### config.mk
export PLATFORM = sky130hd
export DESIGN_NAME = rgb_led_chain_bit_serializer_core
export DESIGN_NICKNAME = d
export VERILOG_FILES = /design/src/rtl/rlcbs_pkg.sv /design/src/rtl/rlcbs_pixel_mem.sv /design/src/rtl/rlcbs_ctrl.sv /design/src/rtl/rgb_led_chain_bit_serializer_core.sv
export SDC_FILE = /design/constraint.sdc
export NUM_CORES = 2
export LEC_CHECK = 0
export ABC_CLOCK_PERIOD_IN_PS = 6500
export BUFFER_PORTS_ARGS = -buffer_cell sky130_fd_sc_hd__buf_2
export CAP_MARGIN = 10
export CELL_PAD_IN_SITES_DETAIL_PLACEMENT = 1
export CELL_PAD_IN_SITES_GLOBAL_PLACEMENT = 1
export CORE_MARGIN = 5
export CORE_UTILIZATION = 35
export DETAILED_ROUTE_END_ITERATION = 10
export GPL_TIMING_DRIVEN = 0
export PLACE_DENSITY = 0.57
export SYNTH_ARGS = -nofsm -noshare
export SYNTH_HDL_FRONTEND = slang
export SYNTH_SLANG_ARGS = --single-unit
### constraint.sdc
create_clock -name clk -period 6.5 [get_ports clk]
set_clock_uncertainty 0.2 [all_clocks]
set_input_delay 0.975 -clock clk [delete_from_list [all_inputs] [get_ports clk]]
set_output_delay 0.975 -clock clk [all_outputs]
set_load 0.01 [all_outputs]
### src/rtl/rlcbs_pkg.sv
// Package for the RGB LED chain bit serializer.
// Opcodes, register indexes, reset values, FSM state and shared structs.
// No dependencies.
`timescale 1ns / 1ps

package rlcbs_pkg;

  // Default chain length (LEDs)
  localparam int DEF_CHAIN_LENGTH = 64;

  // One GRB pixel row
  localparam int PIXEL_W = 24;
  localparam int BITPOS_W = 5;

  // Input opcodes
  localparam logic [1:0] OP_SET  = 2'd0;
  localparam logic [1:0] OP_SHOW = 2'd1;
  localparam logic [1:0] OP_TICK = 2'd2;

  // Configuration register indexes
  localparam logic [0:0] CFG_ZERO_IDX = 1'b0;
  localparam logic [0:0] CFG_ONE_IDX  = 1'b1;

  // Duty register reset values
  localparam logic [7:0] ZERO_DUTY_RST = 8'd37;
  localparam logic [7:0] ONE_DUTY_RST  = 8'd8;

  typedef enum logic [1:0] {
    ST_CLEAR,
    ST_IDLE,
    ST_FILL,
    ST_TICK_RD
  } state_t;

  // Duty codes handed from the register file to the controller
  typedef struct packed {
    logic [7:0] zero_duty;
    logic [7:0] one_duty;
  } duty_cfg_t;

  // One result item
  typedef struct packed {
    logic       accepted;
    logic       duty_valid;
    logic [7:0] duty_code;
    logic       finished;
    logic       busy;
  } res_t;

  // Result load request from the controller to the output register
  typedef struct packed {
    logic load;
    res_t res;
  } res_load_t;

endpackage

### src/rtl/rlcbs_pixel_mem.sv
// Pixel store: one 24-bit GRB row per LED, one write and one read port.
// Read data is registered. Uses rlcbs_pkg.
`timescale 1ns / 1ps

module rlcbs_pixel_mem #(
  parameter int CHAIN_LENGTH = rlcbs_pkg::DEF_CHAIN_LENGTH,
  localparam int ADDR_W = (CHAIN_LENGTH > 1) ? $clog2(CHAIN_LENGTH) : 1
) (
  input  logic                         clk,
  input  logic                         we,
  input  logic [ADDR_W-1:0]            waddr,
  input  logic [rlcbs_pkg::PIXEL_W-1:0] wdata,
  input  logic                         re,
  input  logic [ADDR_W-1:0]            raddr,
  output logic [rlcbs_pkg::PIXEL_W-1:0] rdata
);
  import rlcbs_pkg::*;

  logic [PIXEL_W-1:0] mem [CHAIN_LENGTH];
  logic [PIXEL_W-1:0] rdata_r;

  // Write port
  always_ff @(posedge clk) begin
    if (we) begin
      mem[waddr] <= wdata;
    end
  end

  // Registered read port
  always_ff @(posedge clk) begin
    if (re) begin
      rdata_r <= mem[raddr];
    end
  end

  assign rdata = rdata_r;

endmodule

### src/rtl/rlcbs_ctrl.sv
// Controller: item decode, stream counters, fill and clear sweeps, and the
// read-then-serialize step for ticks. Drives the pixel memory. Uses rlcbs_pkg.
`timescale 1ns / 1ps

module rlcbs_ctrl #(
  parameter int CHAIN_LENGTH = rlcbs_pkg::DEF_CHAIN_LENGTH,
  localparam int ADDR_W = (CHAIN_LENGTH > 1) ? $clog2(CHAIN_LENGTH) : 1
) (
  input  logic                          clk,
  input  logic                          rst_n,
  input  logic                          in_valid,
  output logic                          in_stall,
  input  logic [1:0]                    in_opcode,
  input  logic [7:0]                    in_led_index,
  input  logic [7:0]                    in_red_level,
  input  logic [7:0]                    in_green_level,
  input  logic [7:0]                    in_blue_level,
  input  logic [7:0]                    in_show_count,
  input  logic                          out_free,
  input  rlcbs_pkg::duty_cfg_t          duty_cfg,
  output rlcbs_pkg::res_load_t          res_load,
  output logic                          mem_we,
  output logic [ADDR_W-1:0]             mem_waddr,
  output logic [rlcbs_pkg::PIXEL_W-1:0] mem_wdata,
  output logic                          mem_re,
  output logic [ADDR_W-1:0]             mem_raddr,
  input  logic [rlcbs_pkg::PIXEL_W-1:0] mem_rdata
);
  import rlcbs_pkg::*;

  // Largest LED count a show can request (count field is 8 bits)
  localparam int MAX_SHOW = (CHAIN_LENGTH < 255) ? CHAIN_LENGTH : 255;
  localparam int LED_CNT_W = $clog2(MAX_SHOW + 1);
  localparam logic [ADDR_W-1:0] LAST_ROW = ADDR_W'(CHAIN_LENGTH - 1);
  localparam logic [BITPOS_W-1:0] LAST_BIT = BITPOS_W'(PIXEL_W - 1);

  state_t               state_r, state_nxt;
  logic                 streaming_r, streaming_nxt;
  logic [LED_CNT_W-1:0] led_ptr_r, led_ptr_nxt;
  logic [LED_CNT_W-1:0] led_count_r, led_count_nxt;
  logic [BITPOS_W-1:0]  bit_pos_r, bit_pos_nxt;
  logic [ADDR_W-1:0]    sweep_r, sweep_nxt;
  logic [PIXEL_W-1:0]   fill_data_r, fill_data_nxt;

  logic       in_take;
  logic       data_bit;
  logic [7:0] show_sat;

  assign in_stall = !((state_r == ST_IDLE) && out_free);
  assign in_take  = in_valid && !in_stall;
  assign show_sat = (in_show_count > 8'(MAX_SHOW)) ? 8'(MAX_SHOW) : in_show_count;
  assign data_bit = mem_rdata[LAST_BIT - bit_pos_r];

  // Control registers
  always_ff @(posedge clk) begin
    if (!rst_n) begin
      state_r     <= ST_CLEAR;
      streaming_r <= 1'b0;
      led_ptr_r   <= '0;
      led_count_r <= '0;
      bit_pos_r   <= '0;
      sweep_r     <= '0;
    end else begin
      state_r     <= state_nxt;
      streaming_r <= streaming_nxt;
      led_ptr_r   <= led_ptr_nxt;
      led_count_r <= led_count_nxt;
      bit_pos_r   <= bit_pos_nxt;
      sweep_r     <= sweep_nxt;
    end
  end

  // Fill color, payload only
  always_ff @(posedge clk) begin
    fill_data_r <= fill_data_nxt;
  end

  // Next state, memory control and result load
  always_comb begin
    state_nxt     = state_r;
    streaming_nxt = streaming_r;
    led_ptr_nxt   = led_ptr_r;
    led_count_nxt = led_count_r;
    bit_pos_nxt   = bit_pos_r;
    sweep_nxt     = sweep_r;
    fill_data_nxt = fill_data_r;
    mem_we        = 1'b0;
    mem_waddr     = sweep_r;
    mem_wdata     = fill_data_r;
    mem_re        = 1'b0;
    mem_raddr     = ADDR_W'(led_ptr_r);
    res_load      = '0;

    case (state_r)
      // Zero the store after reset, one row a cycle
      ST_CLEAR: begin
        mem_we    = 1'b1;
        mem_wdata = '0;
        if (sweep_r == LAST_ROW) begin
          sweep_nxt = '0;
          state_nxt = ST_IDLE;
        end else begin
          sweep_nxt = sweep_r + 1'b1;
        end
      end

      // Write the fill color into every row
      ST_FILL: begin
        mem_we = 1'b1;
        if (sweep_r == LAST_ROW) begin
          sweep_nxt = '0;
          state_nxt = ST_IDLE;
        end else begin
          sweep_nxt = sweep_r + 1'b1;
        end
      end

      // Row data is back: emit the duty for the current bit, MSB first
      ST_TICK_RD: begin
        res_load.load           = 1'b1;
        res_load.res.duty_valid = 1'b1;
        res_load.res.duty_code  = data_bit ? duty_cfg.one_duty : duty_cfg.zero_duty;
        res_load.res.busy       = 1'b1;
        if (bit_pos_r == LAST_BIT) begin
          bit_pos_nxt = '0;
          led_ptr_nxt = LED_CNT_W'(led_ptr_r + 1'b1);
        end else begin
          bit_pos_nxt = bit_pos_r + 1'b1;
        end
        state_nxt = ST_IDLE;
      end

      ST_IDLE: begin
        if (in_take) begin
          case (in_opcode)
            OP_SET: begin
              res_load.load     = 1'b1;
              res_load.res.busy = streaming_r;
              if (!streaming_r) begin
                if (in_led_index == 8'd0) begin
                  fill_data_nxt         = {in_green_level, in_red_level, in_blue_level};
                  sweep_nxt             = '0;
                  state_nxt             = ST_FILL;
                  res_load.res.accepted = 1'b1;
                end else if ({24'd0, in_led_index} <= 32'(CHAIN_LENGTH)) begin
                  mem_we                = 1'b1;
                  mem_waddr             = ADDR_W'(in_led_index - 8'd1);
                  mem_wdata             = {in_green_level, in_red_level, in_blue_level};
                  res_load.res.accepted = 1'b1;
                end
              end
            end

            OP_SHOW: begin
              res_load.load     = 1'b1;
              res_load.res.busy = 1'b1;
              if (!streaming_r) begin
                led_count_nxt         = LED_CNT_W'(show_sat);
                led_ptr_nxt           = '0;
                bit_pos_nxt           = '0;
                streaming_nxt         = 1'b1;
                res_load.res.accepted = 1'b1;
              end
            end

            OP_TICK: begin
              if (streaming_r && (led_ptr_r < led_count_r)) begin
                mem_re    = 1'b1;
                state_nxt = ST_TICK_RD;
              end else begin
                res_load.load = 1'b1;
                if (streaming_r) begin
                  // all bits sent: end of stream
                  res_load.res.finished = 1'b1;
                  streaming_nxt         = 1'b0;
                  led_ptr_nxt           = '0;
                  bit_pos_nxt           = '0;
                end
              end
            end

            default: begin
              res_load.load     = 1'b1;
              res_load.res.busy = streaming_r;
            end
          endcase
        end
      end

      default: begin
        state_nxt = ST_IDLE;
      end
    endcase
  end

endmodule

### src/rtl/rgb_led_chain_bit_serializer_core.sv
// Top level of the RGB LED chain bit serializer: duty registers, result
// register, controller and pixel memory. Uses rlcbs_pkg, rlcbs_ctrl, rlcbs_pixel_mem.
`timescale 1ns / 1ps

//  Channel  Ports                                   Transfer when
//  in       in_valid/in_stall, opcode..show_count  in_valid && !in_stall
//  out      out_valid/out_stall, accepted..busy    out_valid && !out_stall
//  cfg      cfg_we, cfg_index, cfg_data            cfg_we
//
//  Set one LED, show, other ticks and no-ops load their result from ST_IDLE;
//  fill-all writes one memory row per cycle in ST_FILL; a tick that emits
//  a bit reads the pixel memory in ST_IDLE and loads its result in ST_TICK_RD.
//  After reset a clearing pass writes zero to every row of the store
//  with in_stall high; cfg writes are taken during it.
//  A result waits in the output register while out_stall is high; the next
//  item is taken as soon as that register drains in the same cycle.

module rgb_led_chain_bit_serializer_core #(
  parameter int CHAIN_LENGTH = rlcbs_pkg::DEF_CHAIN_LENGTH
) (
  input  logic       clk,
  input  logic       rst_n,
  input  logic       in_valid,
  output logic       in_stall,
  input  logic [1:0] in_opcode,
  input  logic [7:0] in_led_index,
  input  logic [7:0] in_red_level,
  input  logic [7:0] in_green_level,
  input  logic [7:0] in_blue_level,
  input  logic [7:0] in_show_count,
  output logic       out_valid,
  input  logic       out_stall,
  output logic       out_accepted,
  output logic       out_duty_valid,
  output logic [7:0] out_duty_code,
  output logic       out_finished,
  output logic       out_busy_res,
  input  logic       cfg_we,
  input  logic [0:0] cfg_index,
  input  logic [7:0] cfg_data
);
  import rlcbs_pkg::*;

  localparam int ADDR_W = (CHAIN_LENGTH > 1) ? $clog2(CHAIN_LENGTH) : 1;

  logic [7:0]         zero_duty_r;
  logic [7:0]         one_duty_r;
  logic               out_valid_r;
  res_t               out_res_r;
  logic               out_free;
  duty_cfg_t          duty_cfg;
  res_load_t          res_load;
  logic               mem_we;
  logic [ADDR_W-1:0]  mem_waddr;
  logic [PIXEL_W-1:0] mem_wdata;
  logic               mem_re;
  logic [ADDR_W-1:0]  mem_raddr;
  logic [PIXEL_W-1:0] mem_rdata;

  // Duty code registers
  always_ff @(posedge clk) begin
    if (!rst_n) begin
      zero_duty_r <= ZERO_DUTY_RST;
      one_duty_r  <= ONE_DUTY_RST;
    end else if (cfg_we) begin
      case (cfg_index)
        CFG_ZERO_IDX: zero_duty_r <= cfg_data;
        CFG_ONE_IDX:  one_duty_r  <= cfg_data;
        default: ;
      endcase
    end
  end

  assign duty_cfg.zero_duty = zero_duty_r;
  assign duty_cfg.one_duty  = one_duty_r;

  // Output register: free when empty or draining this cycle
  assign out_free = !out_valid_r || !out_stall;

  always_ff @(posedge clk) begin
    if (!rst_n) begin
      out_valid_r <= 1'b0;
    end else if (res_load.load) begin
      out_valid_r <= 1'b1;
    end else if (!out_stall) begin
      out_valid_r <= 1'b0;
    end
  end

  always_ff @(posedge clk) begin
    if (res_load.load) begin
      out_res_r <= res_load.res;
    end
  end

  assign out_valid      = out_valid_r;
  assign out_accepted   = out_res_r.accepted;
  assign out_duty_valid = out_res_r.duty_valid;
  assign out_duty_code  = out_res_r.duty_code;
  assign out_finished   = out_res_r.finished;
  assign out_busy_res   = out_res_r.busy;

  rlcbs_ctrl #(
    .CHAIN_LENGTH(CHAIN_LENGTH)
  ) u_ctrl (
    .clk           (clk),
    .rst_n         (rst_n),
    .in_valid      (in_valid),
    .in_stall      (in_stall),
    .in_opcode     (in_opcode),
    .in_led_index  (in_led_index),
    .in_red_level  (in_red_level),
    .in_green_level(in_green_level),
    .in_blue_level (in_blue_level),
    .in_show_count (in_show_count),
    .out_free      (out_free),
    .duty_cfg      (duty_cfg),
    .res_load      (res_load),
    .mem_we        (mem_we),
    .mem_waddr     (mem_waddr),
    .mem_wdata     (mem_wdata),
    .mem_re        (mem_re),
    .mem_raddr     (mem_raddr),
    .mem_rdata     (mem_rdata)
  );

  rlcbs_pixel_mem #(
    .CHAIN_LENGTH(CHAIN_LENGTH)
  ) u_pixel_mem (
    .clk  (clk),
    .we   (mem_we),
    .waddr(mem_waddr),
    .wdata(mem_wdata),
    .re   (mem_re),
    .raddr(mem_raddr),
    .rdata(mem_rdata)
  );

endmodule
After elaboration in Yosys (flattened, before gate mapping). Memory sizes are Yosys's and may differ from the RTL's. A register that Yosys moved wholly into a read port is not among the register bits. Cells that the tools add are included. Widths: inputs -> output; s select.

Memories: 1. Output and inout port bits: 14. Bits of input ports: 56. RAM bits: 1536. Word-level logic and storage cells: 150. Register bits: 81.

Memories: u_pixel_mem.mem (words 64, width 24, rd ports 1, clocked after Yosys merged registers in 1, write ports 1, line rlcbs_pixel_mem.sv:19) `logic [PIXEL_W-1:0] mem [CHAIN_LENGTH];`.

Magnitude comparators: 4. Equal/unequal tests: 23. Mux-type cells: 72. Reduce and logical (&&, ||, !) cells: 25. Add/sub/neg operators: 5. Bitwise operators: 5.

Operators with widths (count): $mux 24 (5); $mux 6 (11); $pmux 24 s2 (1); $mux 7 (6); $pmux 7 s2 (2); $mux 5 (5); $mux 1 (22); $ne 3x3->1 const B (7); $pmux 5 s2 (2); $mux 2 (6); $pmux 1 s2 (6); $pmux 6 s2 (1); $reduce_and 6->1 (2); $reduce_and 5->1 (2); $mux 9 (1); $gt 8x7->1 const B (1); $le 8x7->1 const B (1); $logic_not 8->1 (1); $mux 8 (1); $ne 2x1->1 const B (4); $ne 2x2->1 const B (4); $reduce_and 4->1 (2); $add 7x1->7 const B (1); $lt 7x7->1 (1); 23 further kinds (39).

Longest topological paths before layout.
Depth in word-level cells: 9. Gate-level depth with buffers: 10. Mapped depth without buffers: 7.

Modules after synthesis. A second synthesis with hierarchy kept.

Cell total of the unflattened synthesis: 3061. Area total of the unflattened synthesis: 64100.2 µm².

By module, submodules not included: rlcbs_pixel_mem (times used 1, area an instance 59570.9 µm², seq. area each 46844.9 µm², cells each 2611); rlcbs_ctrl (times used 1, area an instance 3495.9 µm², seq. area each 1281.2 µm², cells each 366); rgb_led_chain_bit_serializer_core (times used 1, area an instance 1033.5 µm², seq. area each 700.7 µm², cells each 84).

Worst setup path after synthesis. No wires, ideal clock.

Path kind: input to register. From: in in_led_index[0]. To: mem u_pixel_mem.mem[44][0] (enable). Arrival time: 4.426 ns. Data required time: 5.865 ns. Path slack: 1.439 ns. Path buffers: 1. Stages: 8. Setup time: 0.435 ns. Cell sequence: inv_1 > ha_1 > or3b_1 > buf_2 > o21ai_4 > a21o_1 > mux2_2 > nor3_1.

Cells in the longest elaborated chain, start to end: 9. Elaborated cells on any way between the ends: 17. Classes of those cells: add/sub (1); order compare (1); mux (14); reduce/logical (1).

RTL lines: from (decl) (line rgb_led_chain_bit_serializer_core.sv:26) `input logic [7:0] in_led_index,`; $le 8x7->1 (line rlcbs_ctrl.sv:145) `end else if ({24'd0, in_led_index} <= 32'(CHAIN_LENGTH)) begin`; $mux 1 (line rlcbs_ctrl.sv:145); $mux 1 (line rlcbs_ctrl.sv:140) `if (in_led_index == 8'd0) begin`; $mux 1 (line rlcbs_ctrl.sv:139) `if (!streaming_r) begin`; $mux 1 (line rlcbs_ctrl.sv:135) `case (in_opcode)`; $mux 1 (line rlcbs_ctrl.sv:134) `if (in_take) begin`; $pmux 1 s2 (line rlcbs_ctrl.sv:94) `case (state_r)`; $mux 1 (line rlcbs_pixel_mem.sv:24) `if (we) begin`; $mux 1 (not written as such) (line rlcbs_pixel_mem.sv:25) `mem[waddr] <= wdata;`; to (decl) (line rlcbs_pixel_mem.sv:19).

Parallel ways exist; a longest one is shown, timed or not.

Final worst setup path.
From: in in_led_index[0]. To: mem u_pixel_mem.mem[47][13] (enable).

Same word-level chain as after synthesis.

==> impl_summary.txt <==
----------------------------------------------------
[Outcome]
  Result of the run ... completed

[Worst setup path]
  Worst flop-to-flop path startpoint ... u_ctrl.led_ptr_r[1]
  Largest stage delay on the critical path ... between 0.7 and 0.8 ns
  Count of buffer and inverter cells on the critical path ... 6
  Arrival time of the worst setup path ... between 5 and 6 ns
  Critical path, cell by cell ... buf_2 -> inv_1 -> ha_1 -> nor3b_1 -> nand3_2 -> a21oi_4 -> buf_2 -> a31oi_1 -> nor3_2 -> buf_6 -> buf_6 -> buf_6
  Nature of the critical path endpoint ... register
  Critical Path RT ... between 6 and 7 ns
  Start point of the critical path ... in_led_index[0]
  CP Depth ... 12
  Library cell contributing the largest single delay on the critical path ... nor3_2
  Biggest fanout along the worst timing path ... 10
  End of the worst register-to-register path ... u_pixel_mem.rdata[23]
  Worst reg-to-reg setup slack ... roughly 1.7 ns
  Type of origin of the critical path ... input port
  Number of cells traversed by the worst register-to-register path ... 7
  Kind of cell with the highest combined delay on the critical path ... buffers and inverters
  Class of the most critical setup path ... in2reg
  Destination of the critical timing path ... u_pixel_mem.mem[47][13]
  Cell type with the highest occurrence count on the critical path ... buf_6

[Cells and area]
  Multi-input gate area in the final layout ... about 0.014 mm^2
  Count of nets after finishing ... 3493
  Synth-to-layout area growth ... 18.04%
  Proportion of layout cells with a drive suffix above 1 ... 0.2856
  Non-filler cells, final ... 5932
  Fillcell total ... 17007
  Layout Cell Area excl Fill ... about 0.075 mm^2
  Sequential cell area ... between 0.04 and 0.05 mm^2

[Clocking]
  Number of buffers added to fix hold violations after cts ... 0
  Clock sinks ... between 1500 and 2000
  Inserted Clock Buffers ... approximately 170
  Post-CTS Setup Inserts ... 0
  Clock latency at the later pin of the worst-skew pair ... slightly above 0.8 ns
  Maximum level of the CTS H-tree ... 4
  Root buffer cell ... clkbuf_16
  Max clock buf depth ... 3
  Clock Pin Slew Worst Setup and Hold Paths ... 0.06 ns
  CTS tree ... done
  Resized cells post-CTS ... 0

[Global route]
  First-pass GRT wire length ... roughly 290 mm
  Initial antenna violation count ... 27
  Largest net degree at the start of global routing ... 65
  Grt ovf ... 0
  GRT Overall Usage ... 0.2184
  Number of global-route vias before repair ... about 35000

[Placement]
  Half-perimeter wire length of the detailed placement result ... between 100 and 150 mm
  Port bufs ... 68
  Post-DP Area ... around 0.070 mm^2
  Total placed cells including tap cells ... around 5600
  Final weighted congestion of routability-driven global placement ... 0.8551

[Power]
  Worst supply voltage drop on vdd ... 0.2836 mV
  Lkg Pwr ... around 25 nW
  Net switching component of the power ... 0.004303 W
  Sequential cell fraction of total power ... 0.541
  Design Power ... 0.02125 W
  Combinational share of power ... 0.013
  Cell internal power dissipation ... around 0.017 W
  Power density over cell area ... roughly 280 mW/mm^2
  Clock power frac ... 0.446
  Share of total power consumed by net switching ... 0.2025

[Route]
  Via count ... 34387
  Post-detailed-route count of antenna-violating nets ... 0
  Drt first-iter violations ... 4301
  Final routed wire length divided by cell count ... approximately 36 um
  Pre-antenna DRT Iters ... 5
  DRC errors left ... 0
  Via/cell ratio ... 5.797
  Overall routed net length ... around 210 mm

[Floorplanning]
  Initial core utilization ... 0.3522
  Placement Rows ... about 160
  Horizontal extent of the die ... 436.7 um
  IO Count ... 70
  Total Die Area ... around 0.19 mm^2
  Die outline height ... 436.7 um
  Core box area ... between 0.15 and 0.2 mm^2

[STA]
  Fin. max-slew vios ... 0
  Setup repair after global routing missed its margin ... no
  Maximum clock frequency ... approximately 200 MHz
  Total count of hold-check failures in the final report ... 0
  Normalized max-slew margin ... 0.1310
  Setup violators final ... 0
  Minimum period implied by the final worst setup slack ... 4.979 ns
  Least-Margin Pin Slew ... between 1 and 1.5 ns
  Share of the cycle needed by the critical path after routing ... 0.7659

[Logic synthesis]
  Mean instance size in the synthesized netlist ... 21.06 um^2
  Synthesized netlist cell count ... 3026
  Register bit total from synthesis ... roughly 1600
  Total standard cell area after synthesis ... 0.06372 mm^2
  Netlist cell types ... ~70
  Share of synthesized registers carrying an async set or reset ... 0
  Synthesized Nets ... a little over 3000
  Dominant register cell in the synthesized netlist ... edfxtp_1
  Share of synthesized area occupied by flip-flops and latches ... 0.7662
  Yosys warnings ... 0
  Number of synthesized flops with an enable pin ... roughly 1600

[Min path]
  Type of the most critical hold path ... in2reg

[Flow run]
  Max-cap viol count ... 0

----------------------------------------------------
## cells by family (layout without fill, tap and decap cells)
kind of cell	count (synthesis)	count (layout)	share of synthesized area
adders and majority gates	14	14	0.002749
and+or+nand+nor	316	316	0.02391
AOI/OAI and AO/OA	361	361	0.04066
buffers and inverters	190	721	0.01435
DFF	1641	1641	0.7662
xor gates and xnor gates	7	7	0.0009621
muxes	497	497	0.1511
other	0	5	0
## cell usage in the layout (no fill, tap or decap), types with 45 or more instances in the layout
| cell type | instances |
|---|---|
| edfxtp_1 | 1596 |
| mux4_2 | 368 |
| clkbuf_16 | 177 |
| buf_2 | 132 |
| mux2i_1 | 116 |
| clkbuf_1 | 109 |
| nand2_1 | 87 |
| buf_6 | 86 |
| o21ai_0 | 58 |
| nor2_1 | 53 |
| a21oi_1 | 52 |
| a22oi_1 | 48 |
| buf_12 | 48 |
| dfxtp_1 | 45 |
## through the flow
stage	TNS [ns]	utilization	hold slack, ns	setup slack, ns
after floorplan	0	-	0.2355	1.439
after global placement	-2064.54	0.3705	0.2423	-2.680
after detailed placement	0	0.3860	0.2527	0.8234
after CTS	0	0.4154	0.1150	1.650
after global routing	0	0.4157	0.1257	1.393
final	0	0.4157	0.1602	1.521
## routing by layer
metal | GRT usage | part of all wire | up-vias
li1 | - | - | 13628
met3 | 0.04208 | 0.078 | 334
met5 | 0 | 0 | -
met1 | 0.3025 | 0.41 | 18852
met4 | 0.07260 | 0.035 | 0
met2 | 0.3491 | 0.47 | 1573
## final cells by class
type                       count  share of cell area
sequential                  1641              0.6491
multi-input combinational   1195              0.1927
clock buffer                 217             0.06088
tap                         2370             0.03942
timing repair buffer         222             0.03570
buffer                       169             0.01114
clock inverter                92            0.009814
inverter                      21            0.001048
antenna                        5           0.0001663
## power by group through the flow
stage,sequential (W),combinational [W],clock (W)
finish,0.0115,0.000269,0.00948
global route,0.0115,0.000279,0.0101
CTS,0.0115,0.000266,0.00964
detailed placement,0.0117,0.000265,0
global placement,0.0117,0.000235,0
floorplan,0.0117,0.000117,0
## worst register-to-register path, delay by kind of cell (launching register included)
kind                   cells  cell delay, ns
AOI/OAI and AO/OA          2            1.19
buffers and inverters      3            2.02
and+or+nand+nor            1            0.29
muxes                      1            0.43
DFF                        1            0.41
## flip-flops by register name, indices dropped and copies added, names as in the netlist, 2 cells and up
register and cells:
u_ctrl.bit_pos_r 5, u_ctrl.led_count_r 7, u_ctrl.fill_data_r 24, one_duty_r 8
u_ctrl.led_ptr_r 7, u_pixel_mem.mem 1536, u_ctrl.sweep_r 6, u_pixel_mem.rdata 24
out_duty_code 8, zero_duty_r 8, u_ctrl.state_r 2
## cells in the mapped netlist, types with 3 or more instances
master	n	area [um^2]
a22o_1	35	306.5
a311oi_1	4	35.03
nor3b_1	3	22.52
xnor2_1	4	35.03
o21ai_0	58	290.3
xor2_1	3	26.28
edfxtp_1	1596	47930
dfxtp_1	45	900.9
nor2_1	88	330.3
buf_4	13	97.59
nor3_1	37	185.2
a22oi_1	48	360.4
and3_1	7	43.79
mux2i_1	116	1161
clkbuf_1	69	259.0
and4_1	14	122.6
a21oi_1	54	270.3
mux4_2	368	8288
a31oi_1	21	131.4
ha_1	14	175.2
mux2_2	9	101.4
o221ai_1	8	70.07
nand2b_1	8	50.05
buf_1	15	56.30
a221oi_1	44	385.4
a211oi_1	23	172.7
nand4_1	4	25.02
nor2b_1	16	100.1
or3_1	5	31.28
a211o_1	6	52.55
a32oi_1	16	140.1
buf_2	62	310.3
nand2_1	87	326.6
inv_1	20	75.07
nand3_1	28	140.1
nand3b_1	3	22.52
a2111oi_0	9	78.83
and2_1	5	31.28
o22ai_1	12	75.07
buf_6	10	112.6
## worst min path at each step
stage                   startpoint                     end  slack (ns)  cells past startpoint
6_report         in_green_level[6]  u_ctrl.fill_data_r[22]        0.16                      1
5_1_grt          in_green_level[6]  u_ctrl.fill_data_r[22]        0.13                      1
4_1_cts          in_green_level[6]  u_ctrl.fill_data_r[22]        0.12                      1
3_5_place_dp         one_duty_r[0]           one_duty_r[0]        0.25                      2
3_3_place_gp        zero_duty_r[7]          zero_duty_r[7]        0.24                      2
2_1_floorplan  u_ctrl.bit_pos_r[4]     u_ctrl.bit_pos_r[4]        0.24                      1
(Power assumes the default switching activity.)
